**config.mk**
```make
export PLATFORM = sky130hd
export DESIGN_NAME = rv32i_instruction_decoder_core
export DESIGN_NICKNAME = d
export VERILOG_FILES = /design/src/rtl/rvid_pkg.sv /design/src/rtl/rv32i_instruction_decoder_core.sv /design/src/rtl/rvid_imm_gen.sv /design/src/rtl/rvid_op_decode.sv
export SDC_FILE = /design/constraint.sdc
export NUM_CORES = 1
export LEC_CHECK = 0
export BUFFER_PORTS_ARGS = -buffer_cell sky130_fd_sc_hd__buf_2
export CAP_MARGIN = 20
export CELL_PAD_IN_SITES_DETAIL_PLACEMENT = 0
export CELL_PAD_IN_SITES_GLOBAL_PLACEMENT = 1
export CORE_ASPECT_RATIO = 0.5
export CORE_MARGIN = 2
export CORE_UTILIZATION = 42
export CTS_CLUSTER_SIZE = 24
export DETAILED_ROUTE_END_ITERATION = 7
export PLACE_DENSITY = 0.89
export RECOVER_POWER = 100
export SYNTH_ARGS = -nofsm -noshare
export SYNTH_HDL_FRONTEND = slang
export SYNTH_SLANG_ARGS = --single-unit
export TNS_END_PERCENT = 20
```
**constraint.sdc**
```tcl
create_clock -name clock -period 5.4 [get_ports clock]
set_input_delay 0.27 -clock clock [delete_from_list [all_inputs] [get_ports clock]]
set_output_delay 0.27 -clock clock [all_outputs]
set_load 0.005 [all_outputs]
```
**src/rtl/rvid_pkg.sv**
```systemverilog
// Package for the RV32I instruction decoder: opcode and word constants,
// the dense operation code type and the decoded item struct.
// No dependencies.
package rvid_pkg;

   localparam int unsigned WordWidth = 32;
   localparam int unsigned OutDataWidth = 80;

   localparam logic [6:0] OPC_LOAD   = 7'h03;
   localparam logic [6:0] OPC_OPIMM  = 7'h13;
   localparam logic [6:0] OPC_AUIPC  = 7'h17;
   localparam logic [6:0] OPC_STORE  = 7'h23;
   localparam logic [6:0] OPC_OP     = 7'h33;
   localparam logic [6:0] OPC_LUI    = 7'h37;
   localparam logic [6:0] OPC_BRANCH = 7'h63;
   localparam logic [6:0] OPC_JALR   = 7'h67;
   localparam logic [6:0] OPC_JAL    = 7'h6F;
   localparam logic [6:0] OPC_SYSTEM = 7'h73;

   localparam logic [31:0] WORD_ECALL = 32'h0000_0073;
   localparam logic [31:0] WORD_MRET  = 32'h3020_0073;

   localparam logic [6:0] F7_BASE = 7'h00;
   localparam logic [6:0] F7_ALT  = 7'h20;

   typedef enum logic [5:0] {
      OP_UNKNOWN = 6'd0,
      OP_LB      = 6'd1,
      OP_LH      = 6'd2,
      OP_LW      = 6'd3,
      OP_LBU     = 6'd4,
      OP_LHU     = 6'd5,
      OP_ADD     = 6'd6,
      OP_SUB     = 6'd7,
      OP_SLL     = 6'd8,
      OP_SLT     = 6'd9,
      OP_SLTU    = 6'd10,
      OP_XOR     = 6'd11,
      OP_SRL     = 6'd12,
      OP_SRA     = 6'd13,
      OP_OR      = 6'd14,
      OP_AND     = 6'd15,
      OP_ADDI    = 6'd16,
      OP_SLTI    = 6'd17,
      OP_SLTIU   = 6'd18,
      OP_XORI    = 6'd19,
      OP_ORI     = 6'd20,
      OP_ANDI    = 6'd21,
      OP_SLLI    = 6'd22,
      OP_SRLI    = 6'd23,
      OP_SRAI    = 6'd24,
      OP_SB      = 6'd25,
      OP_SH      = 6'd26,
      OP_SW      = 6'd27,
      OP_BEQ     = 6'd28,
      OP_BNE     = 6'd29,
      OP_BLT     = 6'd30,
      OP_BGE     = 6'd31,
      OP_BLTU    = 6'd32,
      OP_BGEU    = 6'd33,
      OP_JAL     = 6'd34,
      OP_JALR    = 6'd35,
      OP_LUI     = 6'd36,
      OP_AUIPC   = 6'd37,
      OP_ECALL   = 6'd38,
      OP_MRET    = 6'd39,
      OP_CSRRW   = 6'd40,
      OP_CSRRS   = 6'd41,
      OP_CSRRC   = 6'd42,
      OP_CSRRWI  = 6'd43,
      OP_CSRRSI  = 6'd44,
      OP_CSRRCI  = 6'd45
   } op_type;

   typedef struct packed {
      logic [11:0] csr_address;
      logic [4:0]  shift_amount;
      logic [31:0] immediate;
      logic [4:0]  src2_reg;
      logic [4:0]  src1_reg;
      logic [4:0]  dest_reg;
      logic [6:0]  major_opcode;
      op_type      operation;
   } decoded_type;

endpackage

```
**src/rtl/rv32i_instruction_decoder_core.sv**
```systemverilog
// Top level of the RV32I instruction decoder: input register, decode logic
// and result register with stream handshakes on both sides.
// Depends on rvid_pkg, rvid_imm_gen and rvid_op_decode.
//
//   channel   direction   tdata fields (lowest bit first)
//   req_      in          instr_word
//   rsp_      out         operation, major_opcode, dest_reg, src1_reg, src2_reg,
//                         immediate, shift_amount, csr_address
//
// One item is accepted per cycle unless the result side stalls.
// The path is set by one input register and one result register with the decode
// logic between them. Synchronous reset empties both registers. A stalled result
// holds in the result register and the input register still fills behind it.
module rv32i_instruction_decoder_core (
   input  logic        clock,
   input  logic        reset,
   input  logic        req_tvalid,
   output logic        req_tready,
   input  logic [31:0] req_tdata,   // [31:0] instr_word
   output logic        rsp_tvalid,
   input  logic        rsp_tready,
   output logic [79:0] rsp_tdata    // [5:0] operation, [12:6] major_opcode,
                                    // [17:13] dest_reg, [22:18] src1_reg,
                                    // [27:23] src2_reg, [59:28] immediate,
                                    // [64:60] shift_amount, [76:65] csr_address,
                                    // [79:77] zero
);

   logic                  in_valid_ff;
   logic                  in_valid_in;
   logic [31:0]           in_word_ff;
   logic                  rsp_valid_ff;
   logic                  rsp_valid_in;
   rvid_pkg::decoded_type rsp_data_ff;
   rvid_pkg::decoded_type decoded;
   logic                  rsp_load;
   logic                  req_take;
   rvid_pkg::op_type      operation;
   logic [31:0]           immediate;

   rvid_op_decode u_op_decode (
      .instr_word (in_word_ff),
      .operation  (operation)
   );

   rvid_imm_gen u_imm_gen (
      .instr_word (in_word_ff),
      .immediate  (immediate)
   );

   always_comb begin
      decoded.operation    = operation;
      decoded.major_opcode = in_word_ff[6:0];
      decoded.dest_reg     = in_word_ff[11:7];
      decoded.src1_reg     = in_word_ff[19:15];
      decoded.src2_reg     = in_word_ff[24:20];
      decoded.immediate    = immediate;
      decoded.shift_amount = in_word_ff[24:20];
      decoded.csr_address  = in_word_ff[31:20];
   end

   assign rsp_load   = in_valid_ff && (!rsp_valid_ff || rsp_tready);
   assign req_tready = !in_valid_ff || rsp_load;
   assign req_take   = req_tvalid && req_tready;

   assign in_valid_in  = req_take || (in_valid_ff && !rsp_load);
   assign rsp_valid_in = rsp_load || (rsp_valid_ff && !rsp_tready);

   always_ff @(posedge clock) begin
      if (reset) begin
         in_valid_ff  <= 1'b0;
         rsp_valid_ff <= 1'b0;
      end else begin
         in_valid_ff  <= in_valid_in;
         rsp_valid_ff <= rsp_valid_in;
      end
   end

   always_ff @(posedge clock) begin
      if (req_take) begin
         in_word_ff <= req_tdata;
      end
      if (rsp_load) begin
         rsp_data_ff <= decoded;
      end
   end

   assign rsp_tvalid = rsp_valid_ff;
   assign rsp_tdata  = {3'b000, rsp_data_ff};

endmodule

```
**src/rtl/rvid_imm_gen.sv**
```systemverilog
// Immediate generator for the RV32I decoder: picks the I, S, B, J or U
// immediate by major opcode into 32 bits, sign-extending I, S, B and J.
// Depends on rvid_pkg.
module rvid_imm_gen (
   input  logic [31:0] instr_word,
   output logic [31:0] immediate
);

   always_comb begin
      case (instr_word[6:0])
         rvid_pkg::OPC_LOAD, rvid_pkg::OPC_OPIMM, rvid_pkg::OPC_JALR: begin
            immediate = {{20{instr_word[31]}}, instr_word[31:20]};
         end
         rvid_pkg::OPC_STORE: begin
            immediate = {{20{instr_word[31]}}, instr_word[31:25], instr_word[11:7]};
         end
         rvid_pkg::OPC_BRANCH: begin
            immediate = {{20{instr_word[31]}}, instr_word[7], instr_word[30:25],
                         instr_word[11:8], 1'b0};
         end
         rvid_pkg::OPC_JAL: begin
            immediate = {{12{instr_word[31]}}, instr_word[19:12], instr_word[20],
                         instr_word[30:21], 1'b0};
         end
         rvid_pkg::OPC_LUI, rvid_pkg::OPC_AUIPC: begin
            immediate = {instr_word[31:12], 12'h000};
         end
         default: begin
            immediate = 32'h0000_0000;
         end
      endcase
   end

endmodule

```
**src/rtl/rvid_op_decode.sv**
```systemverilog
// Operation decoder for the RV32I decoder: maps opcode, funct3, funct7 and
// the exact ECALL and MRET words to the dense operation code.
// Depends on rvid_pkg.
module rvid_op_decode (
   input  logic [31:0]     instr_word,
   output rvid_pkg::op_type operation
);

   logic [2:0] funct3;
   logic [6:0] funct7;

   assign funct3 = instr_word[14:12];
   assign funct7 = instr_word[31:25];

   always_comb begin
      operation = rvid_pkg::OP_UNKNOWN;
      case (instr_word[6:0])
         rvid_pkg::OPC_LOAD: begin
            case (funct3)
               3'd0: operation = rvid_pkg::OP_LB;
               3'd1: operation = rvid_pkg::OP_LH;
               3'd2: operation = rvid_pkg::OP_LW;
               3'd4: operation = rvid_pkg::OP_LBU;
               3'd5: operation = rvid_pkg::OP_LHU;
               default: operation = rvid_pkg::OP_UNKNOWN;
            endcase
         end
         rvid_pkg::OPC_STORE: begin
            case (funct3)
               3'd0: operation = rvid_pkg::OP_SB;
               3'd1: operation = rvid_pkg::OP_SH;
               3'd2: operation = rvid_pkg::OP_SW;
               default: operation = rvid_pkg::OP_UNKNOWN;
            endcase
         end
         rvid_pkg::OPC_BRANCH: begin
            case (funct3)
               3'd0: operation = rvid_pkg::OP_BEQ;
               3'd1: operation = rvid_pkg::OP_BNE;
               3'd4: operation = rvid_pkg::OP_BLT;
               3'd5: operation = rvid_pkg::OP_BGE;
               3'd6: operation = rvid_pkg::OP_BLTU;
               3'd7: operation = rvid_pkg::OP_BGEU;
               default: operation = rvid_pkg::OP_UNKNOWN;
            endcase
         end
         rvid_pkg::OPC_OP: begin
            case (funct3)
               3'd0: begin
                  if (funct7 == rvid_pkg::F7_BASE) begin
                     operation = rvid_pkg::OP_ADD;
                  end else if (funct7 == rvid_pkg::F7_ALT) begin
                     operation = rvid_pkg::OP_SUB;
                  end
               end
               3'd1: operation = rvid_pkg::OP_SLL;
               3'd2: operation = rvid_pkg::OP_SLT;
               3'd3: operation = rvid_pkg::OP_SLTU;
               3'd4: operation = rvid_pkg::OP_XOR;
               3'd5: begin
                  if (funct7 == rvid_pkg::F7_BASE) begin
                     operation = rvid_pkg::OP_SRL;
                  end else if (funct7 == rvid_pkg::F7_ALT) begin
                     operation = rvid_pkg::OP_SRA;
                  end
               end
               3'd6: operation = rvid_pkg::OP_OR;
               3'd7: operation = rvid_pkg::OP_AND;
               default: operation = rvid_pkg::OP_UNKNOWN;
            endcase
         end
         rvid_pkg::OPC_OPIMM: begin
            case (funct3)
               3'd0: operation = rvid_pkg::OP_ADDI;
               3'd1: operation = rvid_pkg::OP_SLLI;
               3'd2: operation = rvid_pkg::OP_SLTI;
               3'd3: operation = rvid_pkg::OP_SLTIU;
               3'd4: operation = rvid_pkg::OP_XORI;
               3'd5: begin
                  if (funct7 == rvid_pkg::F7_BASE) begin
                     operation = rvid_pkg::OP_SRLI;
                  end else if (funct7 == rvid_pkg::F7_ALT) begin
                     operation = rvid_pkg::OP_SRAI;
                  end
               end
               3'd6: operation = rvid_pkg::OP_ORI;
               3'd7: operation = rvid_pkg::OP_ANDI;
               default: operation = rvid_pkg::OP_UNKNOWN;
            endcase
         end
         rvid_pkg::OPC_JAL:   operation = rvid_pkg::OP_JAL;
         rvid_pkg::OPC_JALR:  operation = rvid_pkg::OP_JALR;
         rvid_pkg::OPC_LUI:   operation = rvid_pkg::OP_LUI;
         rvid_pkg::OPC_AUIPC: operation = rvid_pkg::OP_AUIPC;
         rvid_pkg::OPC_SYSTEM: begin
            if (instr_word == rvid_pkg::WORD_ECALL) begin
               operation = rvid_pkg::OP_ECALL;
            end else if (instr_word == rvid_pkg::WORD_MRET) begin
               operation = rvid_pkg::OP_MRET;
            end else begin
               case (funct3)
                  3'd1: operation = rvid_pkg::OP_CSRRW;
                  3'd2: operation = rvid_pkg::OP_CSRRS;
                  3'd3: operation = rvid_pkg::OP_CSRRC;
                  3'd5: operation = rvid_pkg::OP_CSRRWI;
                  3'd6: operation = rvid_pkg::OP_CSRRSI;
                  3'd7: operation = rvid_pkg::OP_CSRRCI;
                  default: operation = rvid_pkg::OP_UNKNOWN;
               endcase
            end
         end
         default: begin
            operation = rvid_pkg::OP_UNKNOWN;
         end
      endcase
   end

endmodule

```
==> results of run 1 <==
[cell type report]
type	count	area, µm²
timing repair buffer	116	522
sequential	101	3010
clock buffer	9	225
multi-input combinational	162	1010
clock inverter	7	75.1
inverter	3	11.3
tap	135	169
fill	854	4550
[report_power, final]
part / leakage [nW] / switching [W] / internal, W
Clock: 0.143 / 0.000277 / 0.000361
Sequential: 0.940 / 0.0000334 / 0.000908
Combinational: 0.831 / 0.0000522 / 0.0000377
Total: 1.91 / 0.000363 / 0.00131
[routing by layer]
metal | global-route usage [%] | up-vias | share of wire [%] | wire length, µm
met5 | 0 | - | 0 | 0
met4 | 5.56 | 0 | 1.0 | 91
met3 | 5.39 | 6 | 6.3 | 554
met2 | 24.8 | 98 | 48 | 4170
met1 | 21.5 | 1303 | 45 | 3940
li1 | - | 1303 | - | -
[flip-flops by register name (all words and copies together) (netlist names)]
register / cells
rsp_tdata: 67
in_word_ff: 32
in_valid_ff: 1
rsp_tvalid: 1
[metrics by stage]
stage / utilization, % / cell area (µm²) / setup slack [ns] / total power (W) / hold slack (ns)
CTS: 53.2 / 5090 / 3.10 / 0.00169 / 0.0803
global route: 52.5 / 5020 / 2.49 / 0.00173 / 0.0759
floorplan: - / 4210 / 1.44 / 0.00100 / 0.342
global placement: 50.0 / 4790 / 3.24 / 0.00105 / 0.446
finish: 52.5 / 5020 / 2.71 / 0.00167 / 0.0924
detailed placement: 50.0 / 4790 / 3.13 / 0.00105 / 0.448
[final timing paths]
path | cells past startpoint | end | startpoint | slack (ns)
setup / recovery | 4 | rsp_tdata[49] | in_word_ff[6] | 2.71
hold / removal | 2 | in_valid_ff | reset | 0.09
setup reg to reg | 4 | rsp_tdata[49] | in_word_ff[6] | 2.71
hold reg to reg | 0 | rsp_tdata[22] | in_word_ff[19] | 0.48
[synthesized netlist by cell type, types with 2 or more instances]
cell / instances / area share (%)
a21o_1: 21 / 3.8
a21oi_1: 9 / 1.1
a22o_1: 4 / 0.83
a311o_1: 2 / 0.48
a31oi_1: 4 / 0.60
and2_1: 10 / 1.5
and3_1: 2 / 0.30
buf_2: 7 / 0.83
buf_4: 15 / 2.7
clkbuf_1: 5 / 0.45
dfxtp_1: 2 / 0.95
edfxtp_1: 99 / 71
inv_1: 2 / 0.18
nand2_1: 18 / 1.6
nand2b_1: 4 / 0.60
nand3_1: 15 / 1.8
nand4_1: 7 / 1.0
nor2_1: 13 / 1.2
nor2b_1: 5 / 0.75
nor3_1: 4 / 0.48
nor4_1: 3 / 0.45
o21ai_0: 6 / 0.72
o21ai_1: 3 / 0.36
o22ai_1: 3 / 0.45
or3_1: 3 / 0.45
or4_1: 3 / 0.54
[cells by family (layout without fill, tap and decap cells)]
| group | count (synthesis) | after routing | synth area share, % |
|---|---|---|---|
| and+or+nand+nor | 97 | 97 | 13.2 |
| other | 1 | 3 | 0.0893 |
| DFF | 101 | 101 | 71.8 |
| muxes | 2 | 2 | 0.507 |
| AOI/OAI and AO/OA | 58 | 58 | 9.54 |
| buffers and inverters | 31 | 135 | 4.50 |
| xor gates and xnor gates | 2 | 2 | 0.417 |
[worst max-delay path: stages (launching register included)]
cell and delay [ns]:
edfxtp_1 0.62, mux2_1 0.41, o21ai_0 0.76, and2_0 0.62, a21o_1 0.15
==> flow_summary_export.csv, run 1 <==
group,metric,value,unit
clocking,cts_buffer_depth,2,
die,initial_core_util,43.9,%
synth,ys_ff_latch,101,
placed_design,dpl.hpwl,6010,µm
timing,finalClockSkew,0.00712,ns
cells_and_area,final_common_cell,"edfxtp_1",
placed_design,port_buffers,114,
timing,max-slew-margin-rel,-16.6,%
drt,drtIter0Drc,341,
clocking,ctsHoldBuffers,0,
min_path,hold_path.class,"in2reg",
clocking,post_cts_buffers,0,
cells_and_area,area_growth_syn_to_layout,19.7,%
global_routing,overflow,0,
run_status,status,"complete, but fails checks",
drt,drt_wl_total,8760,µm
die,die_h,74.7,µm
global_routing,antenna_found_initial,0,
clocking,tritoncts,"yes",
die,ios,118,
clocking,root_buffer,"clkbuf_16",
timing,tns,0,ns
drt,first_pass_iters,5,
die,die-width,145,µm
synth,syn_avg_cell_area,14.4,µm²
global_routing,grt_max_degree,68,
clocking,cts_resized,0,
cells_and_area,n_antenna_cell,0,
clocking,cts_buffers,9,
synth,synth_ff_type,"edfxtp_1",
synth,synth_cell_types,49,
clocking,clock_latency,0.34,ns
clocking,clk_pin_slew,0.07,ns
pwr,leakagePower,1.91,nW
placed_design,dp_cells,517,
drt,drc_errors,0,
synth,synth_area,4200,µm²
run,cap_violations,1,
critical_path,cp.arrival,2.90,ns
cells_and_area,layout-drive-gt1-share,22.1,%
synth,yosysWarnings,0,
critical_path,crit_type,"reg2reg",
cells_and_area,nNetsFinal,429,
pwr,ir_worst_vdd,173,µV
timing,hold_viol_final,0,
critical_path,cp.required,5.61,ns
clocking,cts_num_sinks,101,
pwr,pwr_density_cell,332,nW/µm²
critical_path,crit_fanout,18,
cells_and_area,mostFrequentLayoutCells,"99 x edfxtp_1, 66 x buf_2, 48 x clkbuf_1, 21 x a21o_1, 18 x nand2_1",
synth,netlist_instances,292,
synth,synth_edf_count,99,
placed_design,gp_congestion,0.855,
die,fp.dieArea,10900,µm²
drt,num_vias,2710,
timing,period_share,49.8,%
cells_and_area,layoutNonFillerInstCount,533,
timing,fmax,0.372,GHz
drt,wl_per_cell,16.4,µm
die,fp-row-count,25,
critical_path,worstSetupEndpointType,"flip-flop",
timing,tightest_slew,1.75,ns
run_status,violations,"max-capacitance violations, max-slew violations",
die,fp.coreArea,9570,µm²
timing,rsz0062_at_grt,"false",
synth,synthArstFlopShare,0,%
timing,drv_slew,33,
critical_path,critPathLaunchType,"flip-flop",
timing,min_period,2.69,ns
global_routing,grt_usage,16.0,%
timing,setup_viol_count_final,0,
global_routing,grt_pass1_vias,2466,
synth,yosysSeqAreaShare,71.8,%
clocking,htreeDepth,3,
drt,viasPerCell,5.08,
drt,ant_nets,0,
global_routing,grt_pass1_wl,13000,µm
No activity file was read; power rests on OpenSTA's default activity.
==> inputs of run 2 (changes only) <==
Settings changed: ABC_AREA set to 1, CORE_UTILIZATION 42 to 37, PLACE_DENSITY 0.89 to 0.85.
Clock period 5.4 ns to 2.22 ns, I/O delays scaled along.
==> flow_summary_export.csv, run 2 <==
group,metric,value,unit
synth,synth_area,4340,µm²
timing,max-slew-margin-rel,36.3,%
global_routing,grt_use_met2,27.2,%
drt,wl_per_cell,14.7,µm
drt,ant_nets,0,
global_routing,overflow,0,
global_routing,top_usage_layer,"met2",
pwr,power,0.00398,W
clocking,cts_buffers,9,
placed_design,dpl.hpwl,7380,µm
clocking,cts_resized,0,
synth,synth.area.top_cells,"edfxtp_1 68%, nand2_1 6.3%, inv_1 3.8%",
global_routing,use_met1,21.1,%
timing,tns,0,ns
die,ios,118,
global_routing,grt_pass1_vias,3063,
timing,whs,0.0105,ns
synth,netlist_instances,376,
critical_path,worstSetupEndpointType,"flip-flop",
run,cap_violations,0,
timing,finalClockSkew,0.00790,ns
cells_and_area,largest_reg_flops,67,
critical_path,crit_fanout,8,
pwr,pwr_density_cell,720,nW/µm²
synth,yosysWarnings,0,
drt,first_pass_iters,4,
pwr,ir_worst_vdd,321,µV
die,die-width,157,µm
cells_and_area,final_common_cell,"edfxtp_1",
synth,syn_avg_cell_area,11.6,µm²
clocking,clock_latency,0.34,ns
cells_and_area,nNetsFinal,560,
placed_design,dp_slack,0.355,ns
timing,period_share,85.7,%
synth,synthArstFlopShare,0,%
global_routing,grt_max_degree,68,
cells_and_area,layout-drive-gt1-share,19.3,%
clocking,cts_buffer_depth,2,
global_routing,gr-usage-met3,4.80,%
critical_path,cp.required,2.30,ns
die,initial_core_util,38.7,%
drt,num_vias,3152,
run_status,status,"finished, final reports clean",
min_path,hold_path.class,"in2reg",
clocking,root_buffer,"clkbuf_16",
synth,yosysSeqAreaShare,69.4,%
placed_design,gp_congestion,0.872,
die,fp-row-count,27,
global_routing,grt_usage,16.5,%
cells_and_area,area_growth_syn_to_layout,27.4,%
synth,synth_ff_type,"edfxtp_1",
synth,synth_edf_count,99,
die,fp.dieArea,12700,µm²
placed_design,port_buffers,114,
synth,yosysTopAreaCellShare,68.5,%
drt,viasPerCell,4.58,
timing,hold_viol_final,0,
timing,drv_slew,0,
cells_and_area,utilization,49.3,%
cells_and_area,fillers,1057,
drt,drt_wl_total,10100,µm
timing,rsz0062_at_grt,"false",
clocking,clk_pin_slew,0.06,ns
synth,ys_ff_latch,101,
synth,yosysMostFrequentCell,"edfxtp_1",
critical_path,cp.arrival,1.98,ns
clocking,post_cts_buffers,0,
pwr,leakagePower,2.34,nW
critical_path,crit_type,"reg2reg",
clocking,tritoncts,"yes",
critical_path,critPathLaunchType,"flip-flop",
timing,tightest_slew,0.956,ns
global_routing,antenna_found_initial,1,
timing,min_period,1.90,ns
die,die_h,80.6,µm
clocking,htreeDepth,3,
synth,synthTopCellsByCount,"99 x edfxtp_1, 73 x nand2_1, 44 x inv_1, 44 x nor2_1, 20 x o21ai_0",
cells_and_area,n_antenna_cell,0,
drt,drc_errors,0,
die,fp.coreArea,11200,µm²
drt,drtIter0Drc,303,
clocking,cts_num_sinks,101,
timing,setup_slack,0.318,ns
synth,synth_cell_types,29,
timing,setup_viol_count_final,0,
timing,fmax,0.526,GHz
cells_and_area,mostFrequentLayoutCells,"99 x edfxtp_1, 74 x nand2_1, 64 x buf_2, 50 x clkbuf_1",
synth,yosys.area.top_type,"edfxtp_1",
global_routing,grt_pass1_wl,15700,µm
-- run 2: changes by cell type in the layout (fill, tap and decap cells not counted), moves of 6 or more --
cell           delta
a21o_1           -20
a21oi_1           +6
and2_0            -8
dlygate4sd3_1    +33
inv_1            +43
nand2_1          +56
nand2_2           +7
nor2_1           +32
o21ai_0          +21
-- run 2: logic make-up after synthesis --
| logic type | share of synthesized area (%) |
|---|---|
| other | 0.0863 |
| AO/OA/AOI/OAI | 7.26 |
| buffers and inverters | 7.40 |
| flip-flops | 69.4 |
| AND/OR/NAND/NOR | 15.9 |
-- run 2: power by group --
group / switching (W) / leakage, nW / internal [W] / total, W
clock network: 0.000652 / 0.130 / 0.000794 / 0.00145
logic: 0.000169 / 1.21 / 0.000122 / 0.000291
registers: 0.0000522 / 0.994 / 0.00219 / 0.00225
-- run 2: path summary, 6_finish.rpt --
| path | startpoint | cells after the start | to | slack, ns |
|---|---|---|---|---|
| worst max-delay path | in_word_ff[1] | 8 | rsp_tdata[40] | 0.32 |
| worst min register to register | in_word_ff[24] | 0 | rsp_tdata[69] | 0.45 |
| worst min-delay path | req_tvalid | 3 | in_valid_ff | 0.01 |
| worst max register to register | in_word_ff[1] | 8 | rsp_tdata[40] | 0.32 |
-- run 2: per-layer routing --
metal	routed length [µm]	vias to the layer above	part of all wire, %
li1	-	1549	-
met1	4440	1474	44
met2	4830	113	48
met3	701	14	6.9
met4	142	2	1.4
met5	7	-	0.069
-- run 2: critical path, cell delays in order (launching register included) --
cell,delay [ns]
edfxtp_1,0.40
nand2_2,0.11
inv_1,0.05
nand2_1,0.24
nor2_1,0.13
a21oi_1,0.32
nand2_1,0.11
nand2_2,0.14
o21ai_0,0.12
-- run 2: metrics by stage --
| step | instances | instance area, µm² |
|---|---|---|
| after floorplan | 378 | 4360 |
| final | 688 | 5530 |
| after global placement | 639 | 5060 |
| after CTS | 688 | 5670 |
| after global routing | 688 | 5530 |
| after detailed placement | 639 | 5060 |
-- run 2: final cells by class --
| type | count | area (µm²) | share of cell area [%] |
|---|---|---|---|
| Sequential cell | 101 | 3010 | 54.4 |
| Timing Repair Buffer | 153 | 881 | 15.9 |
| Inverter | 48 | 185 | 3.35 |
| Clock inverter | 3 | 21.3 | 0.384 |
| Multi-Input combinational cell | 211 | 985 | 17.8 |
| Clock buffer | 13 | 250 | 4.52 |
| Tap cell | 159 | 199 | 3.59 |
-- run 2: what timing repair did --
action | CTS | global route
endpoints found under the setup margin | 0 | 0
endpoints found under the hold margin | 34 | 0
hold buffers | 33 | 0
==> inputs of run 3 (changes only) <==
Settings changed: PLACE_DENSITY 0.85 to unset, PLACE_DENSITY_LB_ADDON set to 0.3.
==> flow_summary_export.csv, run 3 (same netlist as run 2, synthesis figures left out) <==
group,metric,value,unit
die,fp-row-count,27,
critical_path,cp.arrival,2.01,ns
timing,period_share,87.0,%
run,cap_violations,0,
run_status,status,"finished, final reports clean",
placed_design,dpl.hpwl,7030,µm
cells_and_area,area_growth_syn_to_layout,28.4,%
cells_and_area,fillers,1064,
critical_path,crit_type,"reg2reg",
critical_path,crit_fanout,8,
timing,tns,0,ns
drt,drtIter0Drc,209,
critical_path,r2r-start,"in_word_ff[5]",
critical_path,rrSetupSlack,0.29,ns
critical_path,reg2reg_to,"rsp_tdata[40]",
timing,tightest_slew,0.880,ns
timing,min_period,1.93,ns
drt,drc_errors,0,
critical_path,cpMaxStageDelayCell,"edfxtp_1",
drt,ant_nets,0,
drt,first_pass_iters,4,
critical_path,cpPeakStageDelay,0.49,ns
clocking,clk_pin_slew,0.07,ns
timing,finalClockSkew,0.00552,ns
critical_path,worst-path-buf-inv,2,
critical_path,worstSetupPathDepth,8,
critical_path,worstSetupEndpointType,"flip-flop",
global_routing,grt_pass1_wl,15500,µm
die,die_h,80.6,µm
timing,max-slew-margin-rel,41.4,%
pwr,pwr_density_cell,731,nW/µm²
critical_path,cp_cell_sequence,"nand3_1 > inv_4 > nand2_2 > inv_1 > a21oi_1 > nand2_1 > nand2_2 > o21ai_0",
placed_design,port_buffers,114,
die,fp.coreArea,11200,µm²
die,fp.dieArea,12700,µm²
timing,fmax,0.518,GHz
global_routing,grt_usage,16.3,%
die,die-width,157,µm
global_routing,antenna_found_initial,0,
pwr,leakagePower,2.39,nW
cells_and_area,largest_reg_flops,67,
min_path,hold_path.class,"in2reg",
clocking,clock_latency,0.34,ns
cells_and_area,final_common_cell,"edfxtp_1",
critical_path,crit_top_cell,"nand2_2",
clocking,cts_buffer_depth,2,
timing,setup_slack,0.288,ns
drt,drt_wl_total,9790,µm
drt,num_vias,3125,
pwr,ir_worst_vdd,397,µV
critical_path,critPathLaunchType,"flip-flop",
drt,viasPerCell,4.53,
clocking,root_buffer,"clkbuf_16",
min_path,min_path_cells,4,
clocking,cts_buffers,9,
timing,setup_viol_count_final,0,
global_routing,overflow,0,
cells_and_area,mostFrequentLayoutCells,"99 x edfxtp_1, 75 x buf_2, 73 x nand2_1, 45 x nor2_1, 44 x inv_1",
drt,wl_per_cell,14.2,µm
die,ios,118,
cells_and_area,nNetsFinal,562,
die,initial_core_util,38.7,%
timing,hold_viol_final,0,
cells_and_area,layout-drive-gt1-share,21.7,%
clocking,cts_num_sinks,101,
critical_path,crit_path_start,"in_word_ff[5]",
timing,rsz0062_at_grt,"false",
critical_path,r2r_cells,8,
clocking,htreeDepth,3,
clocking,tritoncts,"yes",
critical_path,cp.required,2.30,ns
timing,drv_slew,0,
critical_path,critPathCapture,"rsp_tdata[40]",
critical_path,crit_family,"simple AND/OR/NAND/NOR gates",
placed_design,gp_congestion,0.917,
global_routing,grt_max_degree,47,
placed_design,dp_slack,0.385,ns
pwr,power,0.00408,W
timing,whs,0.0566,ns
global_routing,grt_pass1_vias,3064,
cells_and_area,n_antenna_cell,0,
run 3: per-layer routing:
layer	GRT usage, %	vias up	part of all wire, %
met5	0	-	0
met4	4.09	0	0.97
met3	4.21	8	6.7
met2	26.2	105	45
met1	22.3	1461	48
li1	-	1551	-
run 3: layout make-up:
cell class	count	area, µm²	area share, %
Clock inverter	6	62.6	1.12
Clock buffer	10	229	4.10
Timing Repair Buffer	155	922	16.5
Inverter	48	185	3.32
Sequential cell	101	3010	54.0
Multi-Input combinational cell	211	967	17.3
Tap cell	159	199	3.57
run 3: worst min path at each step:
| stage | slack [ns] | end | from |
|---|---|---|---|
| 5_1_grt | 0.06 | rsp_tvalid | rsp_tready |
| 3_3_place_gp | 0.29 | in_word_ff[11] | req_tdata[11] |
| 4_1_cts | 0.07 | rsp_tvalid | rsp_tready |
| 2_1_floorplan | 0.18 | in_valid_ff | reset |
| 6_report | 0.06 | rsp_tvalid | rsp_tready |
| 3_5_place_dp | 0.29 | in_word_ff[6] | req_tdata[6] |
run 3: repair_timing:
action | in CTS | in global routing
gates resized for setup | 0 | 0
hold buffers | 34 | 0
buffers inserted | 0 | 0
endpoints found under the hold margin | 34 | 0
run 3: tightest hold or removal path: stages:
cell	delay (ns)
buf_2	0.07
inv_1	0.06
nand2_1	0.06
a21oi_1	0.05
run 3: power by group:
group | switching (W) | internal, W | total [W]
sequential | 0.0000498 | 0.00219 | 0.00224
combinational | 0.000168 | 0.000127 | 0.000295
clock | 0.000668 | 0.000874 | 0.00154
total | 0.000886 | 0.00319 | 0.00408
run 3: metrics by stage:
step,cell area [µm²],std cells,utilization (%)
2_1_floorplan,4360,378,-
3_3_place_gp,5060,640,45.1
3_5_place_dp,5060,640,45.1
4_1_cts,5690,690,50.7
5_1_grt,5580,690,49.7
6_report,5580,690,49.7
